`config.mk`:
```
export PLATFORM = sky130hd
export DESIGN_NAME = dcmq_front_flat
export DESIGN_NICKNAME = d
export VERILOG_FILES = /design/src/rtl/dcmq_pkg.sv /design/src/rtl/dcmq_chan_if.sv /design/src/rtl/dcmq_front.sv /design/src/flat_wrapper.sv
export SDC_FILE = /design/constraint.sdc
export NUM_CORES = 1
export LEC_CHECK = 0
export BUFFER_PORTS_ARGS = -buffer_cell sky130_fd_sc_hd__clkbuf_2
export CORE_ASPECT_RATIO = 1.1
export CORE_MARGIN = 2
export CORE_UTILIZATION = 40
export DETAILED_ROUTE_END_ITERATION = 8
export PLACE_DENSITY = 0.59
export SLEW_MARGIN = 20
export SYNTH_ARGS = -nofsm -noshare
export SYNTH_HDL_FRONTEND = slang
export SYNTH_SLANG_ARGS = --single-unit
export TNS_END_PERCENT = 50
```
`constraint.sdc`:
```
create_clock -name clock -period 6.14 [get_ports clock]
set_input_delay 0.921 -clock clock [delete_from_list [all_inputs] [get_ports clock]]
set_output_delay 0.921 -clock clock [all_outputs]
set_load 0.03 [all_outputs]
```
`src/rtl/dcmq_pkg.sv`:
```
// shared constants, types and helpers for the matrix to quaternion converter
package dcmq_pkg;

   localparam int FIELD_W       = 18;
   localparam int FRAC_BITS_DEF = 16;
   // a sum of two matrix elements, and its magnitude
   localparam int NUM_W         = FIELD_W + 1;
   // quotient bits kept before clamping
   localparam int QUO_W         = FIELD_W;

   localparam logic [QUO_W-1:0]   QUO_LIM = QUO_W'(1) << (FIELD_W - 1);
   localparam logic [FIELD_W-1:0] SAT_MAX = {1'b0, {(FIELD_W-1){1'b1}}};

   typedef logic signed [FIELD_W-1:0] field_type;

   // which part takes s/2
   typedef enum logic [1:0] {
      CASE_TRACE,
      CASE_X,
      CASE_Y,
      CASE_Z
   } case_type;

   typedef struct packed {
      case_type                 sel;
      logic                     invalid;
      logic [2:0]               neg;
      logic [2:0][NUM_W-1:0]    mag;
   } item_type;

   // signed width that holds the trace or the root argument
   function automatic int arg_width(input int frac);
      int w;
      w = (frac + 1 > FIELD_W + 2) ? frac + 1 : FIELD_W + 2;
      return w + 2;
   endfunction

endpackage

```
`src/rtl/dcmq_chan_if.sv`:
```
// request and response channel interfaces
interface dcmq_req_if import dcmq_pkg::*; ();
   logic      valid;
   logic      ready;
   field_type m00, m01, m02, m10, m11, m12, m20, m21, m22;

   modport source (output valid, m00, m01, m02, m10, m11, m12, m20, m21, m22,
                   input ready);
   modport sink   (input valid, m00, m01, m02, m10, m11, m12, m20, m21, m22,
                   output ready);
endinterface


```
`src/rtl/dcmq_front.sv`:
```
// front stage: takes a request, picks the branch, forms root argument and numerators
module dcmq_front import dcmq_pkg::*; #(
   parameter int  FRAC_BITS = FRAC_BITS_DEF,
   localparam int AS_W      = arg_width(FRAC_BITS),
   localparam int AU_W      = AS_W - 1
) (
   input  logic            clock,
   input  logic            reset,
   dcmq_req_if.sink        req_chan,
   output logic            out_valid,
   input  logic            out_ready,
   output item_type        out_item,
   output logic [AU_W-1:0] out_arg
);

   logic            valid_ff;
   item_type        item_ff, item_in;
   logic [AU_W-1:0] arg_ff, arg_in;

   logic signed [AS_W-1:0] d00, d11, d22, one_c, tr, arg;
   logic signed [NUM_W-1:0] n [3];
   logic signed [NUM_W-1:0] s01, s12, s20, t21, t02, t10;
   case_type sel;

   assign req_chan.ready = !valid_ff || out_ready;

   always_comb begin
      d00   = AS_W'(req_chan.m00);
      d11   = AS_W'(req_chan.m11);
      d22   = AS_W'(req_chan.m22);
      one_c = AS_W'(1) << FRAC_BITS;
      tr    = d00 + d11 + d22;

      // symmetric sums and antisymmetric differences
      s01 = NUM_W'(req_chan.m01) + NUM_W'(req_chan.m10);
      s12 = NUM_W'(req_chan.m12) + NUM_W'(req_chan.m21);
      s20 = NUM_W'(req_chan.m20) + NUM_W'(req_chan.m02);
      t21 = NUM_W'(req_chan.m21) - NUM_W'(req_chan.m12);
      t02 = NUM_W'(req_chan.m02) - NUM_W'(req_chan.m20);
      t10 = NUM_W'(req_chan.m10) - NUM_W'(req_chan.m01);

      if (tr > 0) begin
         sel = CASE_TRACE;
      end else if (req_chan.m22 > req_chan.m00 && req_chan.m22 > req_chan.m11) begin
         sel = CASE_Z;
      end else if (req_chan.m11 > req_chan.m00) begin
         sel = CASE_Y;
      end else begin
         sel = CASE_X;
      end

      unique case (sel)
         CASE_TRACE: begin
            arg  = tr + one_c;
            n[0] = t21; n[1] = t02; n[2] = t10;
         end
         CASE_X: begin
            arg  = d00 - d11 - d22 + one_c;
            n[0] = s01; n[1] = s20; n[2] = t21;
         end
         CASE_Y: begin
            arg  = d11 - d22 - d00 + one_c;
            n[0] = s12; n[1] = s01; n[2] = t02;
         end
         CASE_Z: begin
            arg  = d22 - d00 - d11 + one_c;
            n[0] = s20; n[1] = s12; n[2] = t10;
         end
         default: begin
            arg  = '0;
            n[0] = '0; n[1] = '0; n[2] = '0;
         end
      endcase

      item_in.sel     = sel;
      item_in.invalid = (arg <= 0);
      for (int l = 0; l < 3; l++) begin
         item_in.neg[l] = n[l][NUM_W-1];
         item_in.mag[l] = n[l][NUM_W-1] ? NUM_W'(-n[l]) : NUM_W'(n[l]);
      end
      arg_in = item_in.invalid ? '0 : arg[AU_W-1:0];
   end

   always_ff @(posedge clock) begin
      if (reset) begin
         valid_ff <= 1'b0;
      end else if (req_chan.ready) begin
         valid_ff <= req_chan.valid;
      end
   end

   always_ff @(posedge clock) begin
      if (req_chan.ready) begin
         item_ff <= item_in;
         arg_ff  <= arg_in;
      end
   end

   assign out_valid = valid_ff;
   assign out_item  = item_ff;
   assign out_arg   = arg_ff;

endmodule

```
`src/flat_wrapper.sv`:
```
// flat-port wrapper written by rule: the top's interface ports become plain ports
module dcmq_front_flat import dcmq_pkg::*;
#(
   parameter int  FRAC_BITS = FRAC_BITS_DEF,
   localparam int AS_W      = arg_width(FRAC_BITS),
   localparam int AU_W      = AS_W - 1
)
  (clock, reset, out_valid, out_ready, out_item, out_arg, req_chan_valid, req_chan_m00, req_chan_m01, req_chan_m02, req_chan_m10, req_chan_m11, req_chan_m12, req_chan_m20, req_chan_m21, req_chan_m22, req_chan_ready);
  dcmq_req_if req_chan_i ();
  input  logic clock;
  input  logic reset;
  output logic out_valid;
  input  logic out_ready;
  output item_type out_item;
  output logic [AU_W-1:0] out_arg;
  input wire logic [$bits(req_chan_i.valid)-1:0] req_chan_valid;
  input wire logic [$bits(req_chan_i.m00)-1:0] req_chan_m00;
  input wire logic [$bits(req_chan_i.m01)-1:0] req_chan_m01;
  input wire logic [$bits(req_chan_i.m02)-1:0] req_chan_m02;
  input wire logic [$bits(req_chan_i.m10)-1:0] req_chan_m10;
  input wire logic [$bits(req_chan_i.m11)-1:0] req_chan_m11;
  input wire logic [$bits(req_chan_i.m12)-1:0] req_chan_m12;
  input wire logic [$bits(req_chan_i.m20)-1:0] req_chan_m20;
  input wire logic [$bits(req_chan_i.m21)-1:0] req_chan_m21;
  input wire logic [$bits(req_chan_i.m22)-1:0] req_chan_m22;
  output wire logic [$bits(req_chan_i.ready)-1:0] req_chan_ready;
  assign req_chan_i.valid = req_chan_valid;
  assign req_chan_i.m00 = req_chan_m00;
  assign req_chan_i.m01 = req_chan_m01;
  assign req_chan_i.m02 = req_chan_m02;
  assign req_chan_i.m10 = req_chan_m10;
  assign req_chan_i.m11 = req_chan_m11;
  assign req_chan_i.m12 = req_chan_m12;
  assign req_chan_i.m20 = req_chan_m20;
  assign req_chan_i.m21 = req_chan_m21;
  assign req_chan_i.m22 = req_chan_m22;
  assign req_chan_ready = req_chan_i.ready;
  dcmq_front #(.FRAC_BITS(FRAC_BITS)) u_core (.clock(clock), .reset(reset), .req_chan(req_chan_i), .out_valid(out_valid), .out_ready(out_ready), .out_item(out_item), .out_arg(out_arg));
endmodule
```
==> flow_summary.toml <==
[outcome]
status = "completed"

[cells_and_area]
final_cell_mix = "297 x ha_1, 251 x clkbuf_2, 212 x inv_1"
n_antenna_cell = 0
areaGrowthSynthToFinish_pct = 12.5
seqCellArea_sq_um = 2540
fillers = 4988
nets = 3248
final_common_cell = "ha_1"
multi_input_area_sq_um = 16000
drive_above_1_share = 0.153

[cts]
root_buffer = "clkbuf_16"
clock_latency_ns = 0.38
clk_pin_slew_ns = 0.07
cts_resized = 0
numClockSinks = 85
htree_num_levels = 3
clock_path_buffers = 2
numCtsBuffers = 9
post_cts_buffers = 0
cts_tree = "yes"
holdBufCountCts = 0

[floorplanning]
dieArea_sq_um = 51400
core_area_sq_um = 49000
initial_utilization = 0.405
die_h_microns = 238
rows = 85
die_w_microns = 216
ios = 252

[drt]
m1WireLength_mm = 29.2
routed_via_density = 5.76
vias = 19400
drtIter0Drc = 1411
drt_wl_total_mm = 73.5
remaining_drc_errors = 0
post_drt_wl_per_cell_microns = 21.9
highest_layer = "met4"
ant_nets = 0
dr_wl_met3_mm = 2.82
wl_met2_mm = 37.1
drt_pre_antenna_iters = 6

[placement]
gp_congestion = 0.963
dp_hpwl_mm = 62.3
numPortBuffers = 251
place_ws_ns = -0.178

[power]
switching_share = 0.540
power_switching_w = 0.00348
power_frac_comb = 0.720
leakagePower_nw = 10.2
pwr_density_cell_nw_per_um2 = 288
p_total_w = 0.00644
internal_power_w = 0.00296
pwr-share-seq = 0.187
pwr-share-clk = 0.093
vdd_ir_drop_max_uv = 170

[synthesis]
synth-seq-cells = 85
yosysWarnings = 0
yosys-top-cells-area = "ha_1 19%, edfxtp_1 13%, fa_1 8.0%"
ys.flop_type = "edfxtp_1"
synth_area_sq_um = 19900
syn_inst = 2478
synth.avg_cell_area_sq_um = 8.01
ys_seq_area_frac = 0.128
synth_nets = 3020
synth_top_area_share = 0.187
yosysUniqueCellTypes = 110
yosys.area.top_type = "ha_1"
synthArstFlopShare = 0
synth_edf_count = 84

[critical_path]
crit_chain = "clkbuf_2 > fa_1 > ha_1 > fa_2 > a211oi_4 > o21bai_2 > o21ai_2 > a32oi_1 > or4b_1 > and3_1 > nand3_2 > a21oi_2 > buf_4 > o21ai_0 > ha_1 > nand4_1 > or3_1 > a21o_1 > o21ai_1 > xor2_1"
worst_path_max_delay_cell = "fa_1"
crit_family = "compound AO/OA/AOI/OAI gates"
cp_num_buf_inv = 2
worst_path_largest_cell_delay_ns = 0.51
rr_endpoint = "u_core.out_arg[0]$_SDFFCE_PP0P_"
r2r_start = "u_core.out_valid$_SDFFE_PP0P_"
crit_arrival_ns = 5.89
required_ns = 6.26
cp-end-kind = "flip-flop"
crit_top_cell = "ha_1"
start_kind = "input port"
critPathMaxFanout = 33
critical_path_class = "in -> reg"
worstRegToRegCells = 2
r2r_slack_ns = 4.36

[grt]
grt_pass1_wl_mm = 111
gr-total-overflow = 0
first_global_vias = 19300
grt_antenna_before_repair = 0
grt_max_degree = 75
grtUsageTotal = 0.280

[job]
cap_violations = 0

[timing]
tightest_slew_ns = 1.05
hold_viol = 0
setup-violations-final = 0
finalCritPeriodShare = 0.939
slew_headroom = 0.302
fmax_mhz = 173
layout_setup_ws_ns = 0.375
skew_ns = 0.00844
rsz0062_at_grt = "no"
drv_slew = 0
period_minus_slack_ns = 5.77

[worst_hold_path]
hold_path.class = "reg -> reg"
min_to = "u_core.out_valid$_SDFFE_PP0P_"
min_path_cells = 2
worstHoldStart = "u_core.out_valid$_SDFFE_PP0P_"
synth_stat cells, drive strengths merged, types with 7 or more instances:
master   number
a2111oi      11
a211o         8
a211oi       37
a21boi       10
a21o         63
a21oi       181
a221oi       19
a311oi        7
a31o          7
a31oi        41
and2         15
and3         18
buf          61
clkbuf       48
edfxtp       84
fa           79
ha          297
inv         213
mux2         13
mux2i        30
nand2       189
nand2b       43
nand3        46
nand4        17
nor2        203
nor2b        34
nor3         70
nor3b        12
nor4         26
o211ai       38
o21a         28
o21ai       131
o21bai       22
o22ai         9
o311ai        9
o31a          9
o31ai        22
or2          11
or3          20
xnor2       131
xor2         57
registers in the layout, summed over array words and instances, names as in the netlist:
signal            count
u_core.out_item      63
u_core.out_valid      1
u_core.out_arg       21
tightest hold or removal path: cells and delay by family (launching register included):
family             cells  cell delay [ns]
and+or+nand+nor        1             0.18
AOI/OAI and AO/OA      1             0.09
DFF                    1             0.34
per-layer routing:
metal  up-vias  track usage
met1      9320        0.325
met5         -            0
met2       622        0.510
met3       156       0.0205
met4         0        0.157
li1       9272            -
through the flow:
stage	cells	util	cell area (sq um)	hold slack (ns)	setup TNS [ns]
after floorplan	2478	-	19900	0.990	0
after global placement	3347	0.449	22000	0.624	-0.0743
after detailed placement	3347	0.449	22000	0.638	-1.27
after CTS	3363	0.455	22300	0.648	0
after global routing	3363	0.456	22300	0.675	0
final	3363	0.456	22300	0.642	0
logic make-up after synthesis:
family | share of synthesized area
flip-flops | 0.128
buffers and inverters | 0.0678
AO/OA/AOI/OAI | 0.249
AND/OR/NAND/NOR | 0.182
adder cells (fa/ha/maj) | 0.267
XOR/XNOR | 0.0833
multiplexers | 0.0229
worst max path at each step:
stage / start / end / slack [ns] / cells past startpoint
after floorplan: req_chan_m22[1] / u_core.out_item[50]$_DFFE_PP_ / 0.17 / 23
after global placement: req_chan_m22[1] / u_core.out_item[33]$_DFFE_PP_ / -0.05 / 19
after detailed placement: req_chan_m22[1] / u_core.out_item[33]$_DFFE_PP_ / -0.18 / 19
after CTS: req_chan_m22[1] / u_core.out_item[33]$_DFFE_PP_ / 0.22 / 19
after global routing: req_chan_m22[1] / u_core.out_item[52]$_DFFE_PP_ / 0.06 / 20
final: req_chan_m22[1] / u_core.out_item[52]$_DFFE_PP_ / 0.37 / 20
layout make-up:
type | instances | share of cell area
Clock buffer | 9 | 0.0101
Clock inverter | 7 | 0.00381
Sequential cell | 85 | 0.114
Multi-Input combinational cell | 2070 | 0.717
Inverter | 214 | 0.0360
Timing Repair Buffer | 326 | 0.0831
Tap cell | 652 | 0.0365
power by group through the flow:
stage	combinational, W	sequential, W	clock (W)
floorplan	0.00260	0.00166	0
global placement	0.00454	0.00122	0
detailed placement	0.00457	0.00122	0
CTS	0.00459	0.00121	0.000609
global route	0.00498	0.00121	0.000629
finish	0.00464	0.00120	0.000597
No activity file was read; power rests on OpenSTA's default activity.
