==> config.mk <==
export PLATFORM = sky130hd
export DESIGN_NAME = dcmq_queue
export DESIGN_NICKNAME = d
export VERILOG_FILES = /design/src/rtl/dcmq_pkg.sv /design/src/rtl/dcmq_queue.sv
export SDC_FILE = /design/constraint.sdc
export NUM_CORES = 1
export LEC_CHECK = 0
export ABC_AREA = 1
export ABC_CLOCK_PERIOD_IN_PS = 8500
export BUFFER_PORTS_ARGS = -buffer_cell sky130_fd_sc_hd__buf_2
export CORE_AREA = 2 2 100 102
export CTS_BUF_LIST = sky130_fd_sc_hd__clkbuf_16
export DETAILED_ROUTE_END_ITERATION = 16
export DIE_AREA = 0 0 102 104
export GPL_TIMING_DRIVEN = 0
export HOLD_SLACK_MARGIN = 0.1
export MAX_ROUTING_LAYER = met4
export PLACE_DENSITY = 0.82
export SKIP_CTS_REPAIR_TIMING = 1
export SYNTH_ARGS = -nofsm -noshare
export SYNTH_HDL_FRONTEND = slang
export SYNTH_SLANG_ARGS = --single-unit
export TNS_END_PERCENT = 5
==> constraint.sdc <==
create_clock -name clock -period 8.5 [get_ports clock]
set_input_delay 0.85 -clock clock [delete_from_list [all_inputs] [get_ports clock]]
set_output_delay 0.85 -clock clock [all_outputs]
set_load 0.1 [all_outputs]
==> src/rtl/dcmq_pkg.sv <==
// shared constants, types and helpers for the matrix to quaternion converter
package dcmq_pkg;

   localparam int FIELD_W       = 18;
   localparam int FRAC_BITS_DEF = 16;
   // a sum of two matrix elements, and its magnitude
   localparam int NUM_W         = FIELD_W + 1;
   // quotient bits kept before clamping
   localparam int QUO_W         = FIELD_W;

   localparam logic [QUO_W-1:0]   QUO_LIM = QUO_W'(1) << (FIELD_W - 1);
   localparam logic [FIELD_W-1:0] SAT_MAX = {1'b0, {(FIELD_W-1){1'b1}}};

   typedef logic signed [FIELD_W-1:0] field_type;

   // which part takes s/2
   typedef enum logic [1:0] {
      CASE_TRACE,
      CASE_X,
      CASE_Y,
      CASE_Z
   } case_type;

   typedef struct packed {
      case_type                 sel;
      logic                     invalid;
      logic [2:0]               neg;
      logic [2:0][NUM_W-1:0]    mag;
   } item_type;

   // signed width that holds the trace or the root argument
   function automatic int arg_width(input int frac);
      int w;
      w = (frac + 1 > FIELD_W + 2) ? frac + 1 : FIELD_W + 2;
      return w + 2;
   endfunction

endpackage

==> src/rtl/dcmq_queue.sv <==
// two-entry queue between the front stage and the arithmetic pipeline
module dcmq_queue import dcmq_pkg::*; #(
   parameter int DATA_W = 64
) (
   input  logic              clock,
   input  logic              reset,
   input  logic              in_valid,
   output logic              in_ready,
   input  logic [DATA_W-1:0] in_data,
   output logic              out_valid,
   input  logic              out_ready,
   output logic [DATA_W-1:0] out_data
);

   logic [DATA_W-1:0] mem_ff [2];
   logic              wr_ptr_ff, rd_ptr_ff;
   logic [1:0]        count_ff, count_in;
   logic              push, pop;

   assign pop       = out_ready && (count_ff != 2'd0);
   assign in_ready  = (count_ff != 2'd2) || pop;
   assign push      = in_valid && in_ready;
   assign out_valid = (count_ff != 2'd0);
   assign out_data  = mem_ff[rd_ptr_ff];

   always_comb begin
      count_in = count_ff;
      if (push && !pop) begin
         count_in = count_ff + 2'd1;
      end else if (pop && !push) begin
         count_in = count_ff - 2'd1;
      end
   end

   always_ff @(posedge clock) begin
      if (reset) begin
         count_ff  <= 2'd0;
         wr_ptr_ff <= 1'b0;
         rd_ptr_ff <= 1'b0;
      end else begin
         count_ff <= count_in;
         if (push) begin
            wr_ptr_ff <= !wr_ptr_ff;
         end
         if (pop) begin
            rd_ptr_ff <= !rd_ptr_ff;
         end
      end
   end

   always_ff @(posedge clock) begin
      if (push) begin
         mem_ff[wr_ptr_ff] <= in_data;
      end
   end

endmodule

==> Flow_metrics.wiki, run 1 <==
{| class="wikitable"
! Metric !! Value
|-
| Number of buffer and inverter instances along the worst setup path || 3
|-
| Clk buf depth || 2
|-
| Startpoint of the worst-slack reg-to-reg timing path || count_ff[0]
|-
| Critical Path Stages || 4
|-
| Path class of the lowest-slack min-delay path || register to register
|-
| Total track usage || 17.1%
|-
| Post-synthesis average cell area || 21.9 um^2
|-
| Data arrival time of the critical path || 1.71 ns
|-
| Number of iterations in the first detailed-routing pass || 4
|-
| Ratio of total power to cell area || 334 nW/um^2
|-
| Maximum vdd drop || 0.184 mV
|-
| GP Congestion || 0.691
|-
| Category of cells accounting for the largest share of critical-path delay || buffers and inverters
|-
| Vias per std cell || 4.87
|-
| Critical Path Sink Type || output port
|-
| Iteration-0 DRC count of the detailed router || 83
|-
| Post-CTS clock slew at the launch and capture registers of the worst setup and hold paths || 0.05 ns
|-
| End-of-flow core utilization || 69.3%
|-
| Global-route wire length before repair || 12,900 um
|-
| Worst slack at placement || 6.04 ns
|-
| CTS tree || built
|-
| Startpoint kind of the worst setup timing path || register
|-
| Fraction of the cycle the final worst path needs || 30.1%
|-
| Vias in the first global route || 2,720
|-
| Register bit count reported by yosys || 133
|-
| Peak fanout along the critical path || 10
|-
| Delay of the slowest cell on the worst path || 0.32 ns
|-
| Total number of placement rows || 36
|-
| Overall die area || 10,600 um^2
|-
| Cts bufs inserted || 17
|-
| Clock network latency to the later pin of the worst-skew pair || 0.40 ns
|-
| Number of H-tree branching levels || 4
|-
| Post-detail-place hpwl || 5670 um
|-
| Unrepaired setup endpoints after global routing || false
|-
| WHS Path Cells || 2
|-
| Status || complete, no violations
|-
| Most frequent cells in the layout || sky130_fd_sc_hd__buf_2 (133), sky130_fd_sc_hd__edfxtp_1 (128), sky130_fd_sc_hd__mux2_4 (60), sky130_fd_sc_hd__clkbuf_16 (17), sky130_fd_sc_hd__inv_1 (10)
|-
| Post-route ant nets || 0
|-
| Total Neg Setup Slack || 0 ns
|-
| Die span in x || 102 um
|-
| Share of post-route cells with drive strength above 1 || 58.2%
|-
| Worst Path Class, Setup || register to output port
|-
| Library cells used by synthesis || 15
|-
| Post-Syn Nets || 305
|-
| Pin count of the biggest net entering global routing || 36
|-
| Count of buffers inserted at the top-level ports || 133
|-
| Effective utilization at floorplan || 54.1%
|-
| Count of vias placed by the detailed router || 2,613
|-
| Final critical delay including setup and external delays || 2.56 ns
|-
| Total number of yosys warnings || 0
|-
| Layout overhead on the synthesized area || 28.1%
|-
| Data required time at the worst endpoint || 7.65 ns
|-
| Depth of the most critical reg-to-reg path || 5
|-
| Clk sinks || 133
|-
| Critical path cell sequence || buf_6 > buf_12 > mux2_4 > buf_2
|-
| Final hold vios || 0
|-
| Leakage power figure || 2.66 nW
|-
| Fill cell total of the finished layout || 689
|-
| Worst Hold Margin || 0.505 ns
|-
| Most common cell after layout, fill and taps aside || sky130_fd_sc_hd__buf_2
|-
| Area of the core region || 9550 um^2
|-
| Total standard cell area after synthesis || 5160 um^2
|-
| Final-report setup violation count || 0
|-
| Total count of max-transition violations in the final report || 0
|-
| Chip height || 104 um
|-
| Total number of nets in the final design || 460
|-
| Register-to-Register Setup Slack || 6.64 ns
|-
| Least-Margin Pin Slew || 0.691 ns
|-
| Top-level I/O count || 134
|-
| Overall overflow remaining after global route || 0
|-
| Sequential cell area fraction in the yosys report || 76.4%
|-
| Post-route clock skew || 0.00416 ns
|-
| Diodes inserted || 0
|-
| WL final || 8480 um
|-
| DRC viols || 0
|-
| Max-cap violation count || 0
|-
| Initial antenna violation count || 0
|-
| Setup ws final || 5.94 ns
|-
| Slowest cell on crit path || sky130_fd_sc_hd__dfxtp_1
|-
| Min-delay src || rd_ptr_ff
|-
| Headroom to the max-slew limit || 53.9%
|-
| Worst reg2reg path endpoint || mem_ff[1][39]
|-
| Clock Tree Root || sky130_fd_sc_hd__clkbuf_16
|-
| Top achievable clock speed || 391 MHz
|-
| Gate Count Post-Synth || 236
|-
| Routed length per instance || 15.8 um
|}
==> worst max-delay path by stage <==
stage	from	endpoint	slack, ns
after floorplan	out_ready	mem_ff[0][0]	3.50
after global placement	out_ready	mem_ff[0][39]	2.68
after detailed placement	out_ready	mem_ff[1][39]	6.04
after CTS	register	out_data[33]	5.91
after global routing	register	out_data[1]	5.90
final	register	out_data[11]	5.94
==> cell type report <==
cell class,instances,area (um^2),share of cell area [%]
Multi-Input combinational cell,88,1070,16.1
Clock inverter,15,125,1.89
Buffer,7,131,1.99
Inverter,8,30.0,0.454
Clock buffer,17,425,6.43
Sequential cell,133,3940,59.6
Timing Repair Buffer,136,726,11.0
Tap cell,133,166,2.52
==> cell usage after synthesis <==
master                     count  share of area (%)
sky130_fd_sc_hd__buf_6         1               0.22
sky130_fd_sc_hd__nand3b_1      1               0.15
sky130_fd_sc_hd__ha_1          1               0.24
sky130_fd_sc_hd__edfxtp_1    128                 74
sky130_fd_sc_hd__nand3_1       3               0.29
sky130_fd_sc_hd__mux2_4       60                 17
sky130_fd_sc_hd__inv_1         8               0.58
sky130_fd_sc_hd__nand4_1       1               0.12
sky130_fd_sc_hd__dfxtp_1       5                1.9
sky130_fd_sc_hd__a21oi_1       3               0.29
sky130_fd_sc_hd__o21ai_0       1              0.097
sky130_fd_sc_hd__mux2_2        4               0.87
sky130_fd_sc_hd__nand2_1       9               0.65
sky130_fd_sc_hd__nor2_1        5               0.36
sky130_fd_sc_hd__buf_12        6                2.3
==> power by group <==
part | internal (mW) | switching, mW | leakage, nW
sequential | 0.784 | 0.0146 | 1.24
combinational | 0.178 | 0.561 | 1.15
clock | 0.422 | 0.249 | 0.275
==> metal layers <==
metal | track usage, % | routed length [um]
met1 | 18.8 | 3360
met2 | 28.6 | 4390
met3 | 4.57 | 579
met4 | 8.38 | 153
met5 | - | 0
==> tightest hold or removal path, cell delays in order, from the launching register on <==
cell	delay [ns]
sky130_fd_sc_hd__dfxtp_1	0.33
sky130_fd_sc_hd__a21oi_1	0.05
sky130_fd_sc_hd__nor2_1	0.09
==> through the flow <==
step / instance area, um^2 / power, mW / cells
2_1_floorplan: 5160 / 1.46 / 236
3_3_place_gp: 6000 / 1.54 / 502
3_5_place_dp: 6060 / 1.55 / 505
4_1_cts: 6620 / 2.23 / 537
5_1_grt: 6620 / 2.28 / 537
6_report: 6620 / 2.21 / 537
==> sequential cells by signal, indices dropped and copies added, names as in the netlist, named ones only <==
name,count
mem_ff,128
rd_ptr_ff,1
wr_ptr_ff,1
count_ff,2
==> logic make-up after synthesis <==
family,count (synthesis),share of synthesized area [%]
AOI/OAI and AO/OA,4,0.387
adders and majority gates,1,0.242
buffers and inverters,15,3.13
DFF,133,76.4
muxes,64,18.3
and+or+nand+nor,19,1.57
(Power assumes the default switching activity.)
==> run 2, diff against run 1 <==
Settings changed: ABC_CLOCK_PERIOD_IN_PS 8500 to 2100, CORE_AREA 2 2 100 102 to 2 2 108 110, DIE_AREA 0 0 102 104 to 0 0 110 112, PLACE_DENSITY 0.82 to 0.74.
Clock period 8.5 ns to 2.1 ns, I/O delays scaled along.
==> Flow_metrics.wiki, run 2 (synthesis results as in run 1) <==
{| class="wikitable"
! Metric !! Value
|-
| Finished Layout Cells || 612 (+14%)
|-
| Top-level I/O count || 134 (unchanged)
|-
| PnR Total Power || 9.34 mW (+320%)
|-
| Vias per std cell || 4.59 (-5.7%)
|-
| Clk sinks || 133 (unchanged)
|-
| Setup ws final || 0.160 ns (-5.78 ns)
|-
| Most common cell after layout, fill and taps aside || sky130_fd_sc_hd__buf_2
|-
| Total track usage || 15.1% (-2.1 points)
|-
| Global-route wire length before repair || 13,200 um (+1.8%)
|-
| Post-detail-place hpwl || 5790 um (+2.1%)
|-
| Data arrival time of the critical path || 1.73 ns (+0.02 ns)
|-
| Post-route ant nets || 0 (unchanged)
|-
| WHS Path Cells || 3 (+1)
|-
| Worst Path Class, Setup || register to output port
|-
| Data required time at the worst endpoint || 1.89 ns (-5.76 ns)
|-
| Headroom to the max-slew limit || 50.9% (-3.0 points)
|-
| GP Congestion || 0.670 (-3.0%)
|-
| Multi-input gate area in the final layout || 1070 um^2 (+0.47%)
|-
| Chip height || 112 um (+7.7%)
|-
| Worst slack at placement || 0.108 ns (-5.93 ns)
|-
| Pin count of the biggest net entering global routing || 38 (+5.6%)
|-
| WL final || 9250 um (+9.0%)
|-
| Layout overhead on the synthesized area || 42.5%
|-
| Startpoint of the worst-slack reg-to-reg timing path || count_ff[0]
|-
| DRC viols || 0 (unchanged)
|-
| Register-to-Register Setup Slack || 0.24 ns (-6.40 ns)
|-
| Diodes inserted || 0 (unchanged)
|-
| Most frequent cells in the layout || sky130_fd_sc_hd__buf_2 (133), sky130_fd_sc_hd__edfxtp_1 (128), sky130_fd_sc_hd__dlygate4sd3_1 (64), sky130_fd_sc_hd__mux2_4 (60), sky130_fd_sc_hd__clkbuf_16 (17)
|-
| Die span in x || 110 um (+7.8%)
|-
| Cts bufs inserted || 17 (unchanged)
|-
| Least-Margin Pin Slew || 0.735 ns (+0.0437 ns)
|-
| Min-delay src || in_valid
|-
| Max reg flops || 128 (unchanged)
|-
| Final cell area excluding filler cells || 7360 um^2 (+11%)
|-
| Largest Register || mem_ff
|-
| Routed length per instance || 15.1 um (-4.4%)
|-
| Post-CTS clock slew at the launch and capture registers of the worst setup and hold paths || 0.06 ns (about the same)
|-
| Total count of max-transition violations in the final report || 0 (unchanged)
|-
| Status || complete, no violations
|-
| Top achievable clock speed || 515 MHz
|-
| Final hold vios || 0 (unchanged)
|-
| Path class of the lowest-slack min-delay path || primary input to register
|-
| Ratio of total power to cell area || 1270 nW/um^2 (+280%)
|-
| Vias in the first global route || 2,752 (+1.2%)
|-
| Total Neg Setup Slack || 0 ns (unchanged)
|-
| Max-cap violation count || 0 (unchanged)
|-
| Initial antenna violation count || 0 (unchanged)
|-
| Peak fanout along the critical path || 10 (unchanged)
|-
| Sequential Area || 3940 um^2 (unchanged)
|-
| Clk buf depth || 2 (unchanged)
|-
| Clock network latency to the later pin of the worst-skew pair || 0.40 ns (about the same)
|-
| Placed standard-cell area || 6100 um^2 (+0.60%)
|-
| Iteration-0 DRC count of the detailed router || 72 (-13%)
|-
| CTS tree || built
|-
| Total number of nets in the final design || 525 (+14%)
|-
| Unrepaired setup endpoints after global routing || false
|-
| Final-report setup violation count || 0 (unchanged)
|-
| Fraction of the cycle the final worst path needs || 92.4%
|-
| Worst reg2reg path endpoint || mem_ff[0][26]
|-
| Final critical delay including setup and external delays || 1.94 ns
|-
| Share of post-route cells with drive strength above 1 || 51.2% (-7.0 points)
|-
| Fill cell total of the finished layout || 776 (+13%)
|-
| Number of H-tree branching levels || 4 (unchanged)
|-
| Worst Hold Margin || 0.102 ns (-0.403 ns)
|-
| Depth of the most critical reg-to-reg path || 5 (unchanged)
|-
| Count of buffers inserted at the top-level ports || 133 (unchanged)
|-
| Number of iterations in the first detailed-routing pass || 4 (unchanged)
|-
| Overall overflow remaining after global route || 0 (unchanged)
|-
| Clock Tree Root || sky130_fd_sc_hd__clkbuf_16
|-
| Cell total after placement || 515 (+2.0%)
|-
| End-of-flow core utilization || 65.9% (-3.4 points)
|-
| Critical Path Sink Type || output port
|-
| Maximum vdd drop || 0.787 mV (+330%)
|-
| Post-route clock skew || 0.00879 ns (+0.00463 ns)
|-
| Count of vias placed by the detailed router || 2,807 (+7.4%)
|-
| Startpoint kind of the worst setup timing path || register
|-
| Largest registers ranked by flip-flop count || mem_ff: 128 flops, count_ff: 2 flops
|-
| Overall die area || 12,300 um^2 (+16%)
|-
| Total number of placement rows || 39 (+8.3%)
|-
| Hold Path Sink || wr_ptr_ff
|-
| Effective utilization at floorplan || 46.2% (-7.9 points)
|-
| Area of the core region || 11,200 um^2 (+17%)
|-
| Leakage power figure || 2.96 nW (+11%)
|}
[run 2: layout make-up]
type                            count  area share (%)
Buffer                              7            1.78
Clock buffer                       17            5.78
Clock inverter                     15            2.58
Inverter                            8           0.459
Multi-Input combinational cell     88            14.6
Sequential cell                   133            53.6
Tap cell                          143            2.43
Timing Repair Buffer              200            18.8
Timing Repair inverter              1          0.0680
[run 2: per-layer routing]
metal	track usage, %	share of wire [%]
met5	-	0
met4	4.81	1.1
met3	6.09	5.6
met2	25.9	54
met1	15.5	40
[run 2: worst max-delay path, stage by stage, from the launching register on]
cell and delay [ns]:
sky130_fd_sc_hd__dfxtp_1 0.32, sky130_fd_sc_hd__buf_6 0.22, sky130_fd_sc_hd__buf_12 0.18, sky130_fd_sc_hd__mux2_4 0.31, sky130_fd_sc_hd__buf_2 0.30
[run 2: worst max path at each step]
stage / startpoint / end / slack [ns] / cells after the start
final: register / out_data[6] / 0.16 / 4
after global placement: out_ready / mem_ff[1][36] / -0.49 / 4
after detailed placement: out_ready / mem_ff[1][41] / 0.11 / 5
after global routing: count_ff[0] / mem_ff[0][29] / 0.03 / 5
after CTS: count_ff[0] / mem_ff[1][12] / 0.12 / 5
after floorplan: count_ff[0] / mem_ff[1][0] / -0.82 / 4
[run 2: report_power, final]
group	leakage, nW	internal (mW)	switching [mW]	total [mW]
clock	0.300	1.97	1.03	3.01
combinational	1.42	0.806	2.29	3.10
sequential	1.24	3.17	0.0618	3.23
total	2.96	5.95	3.39	9.34
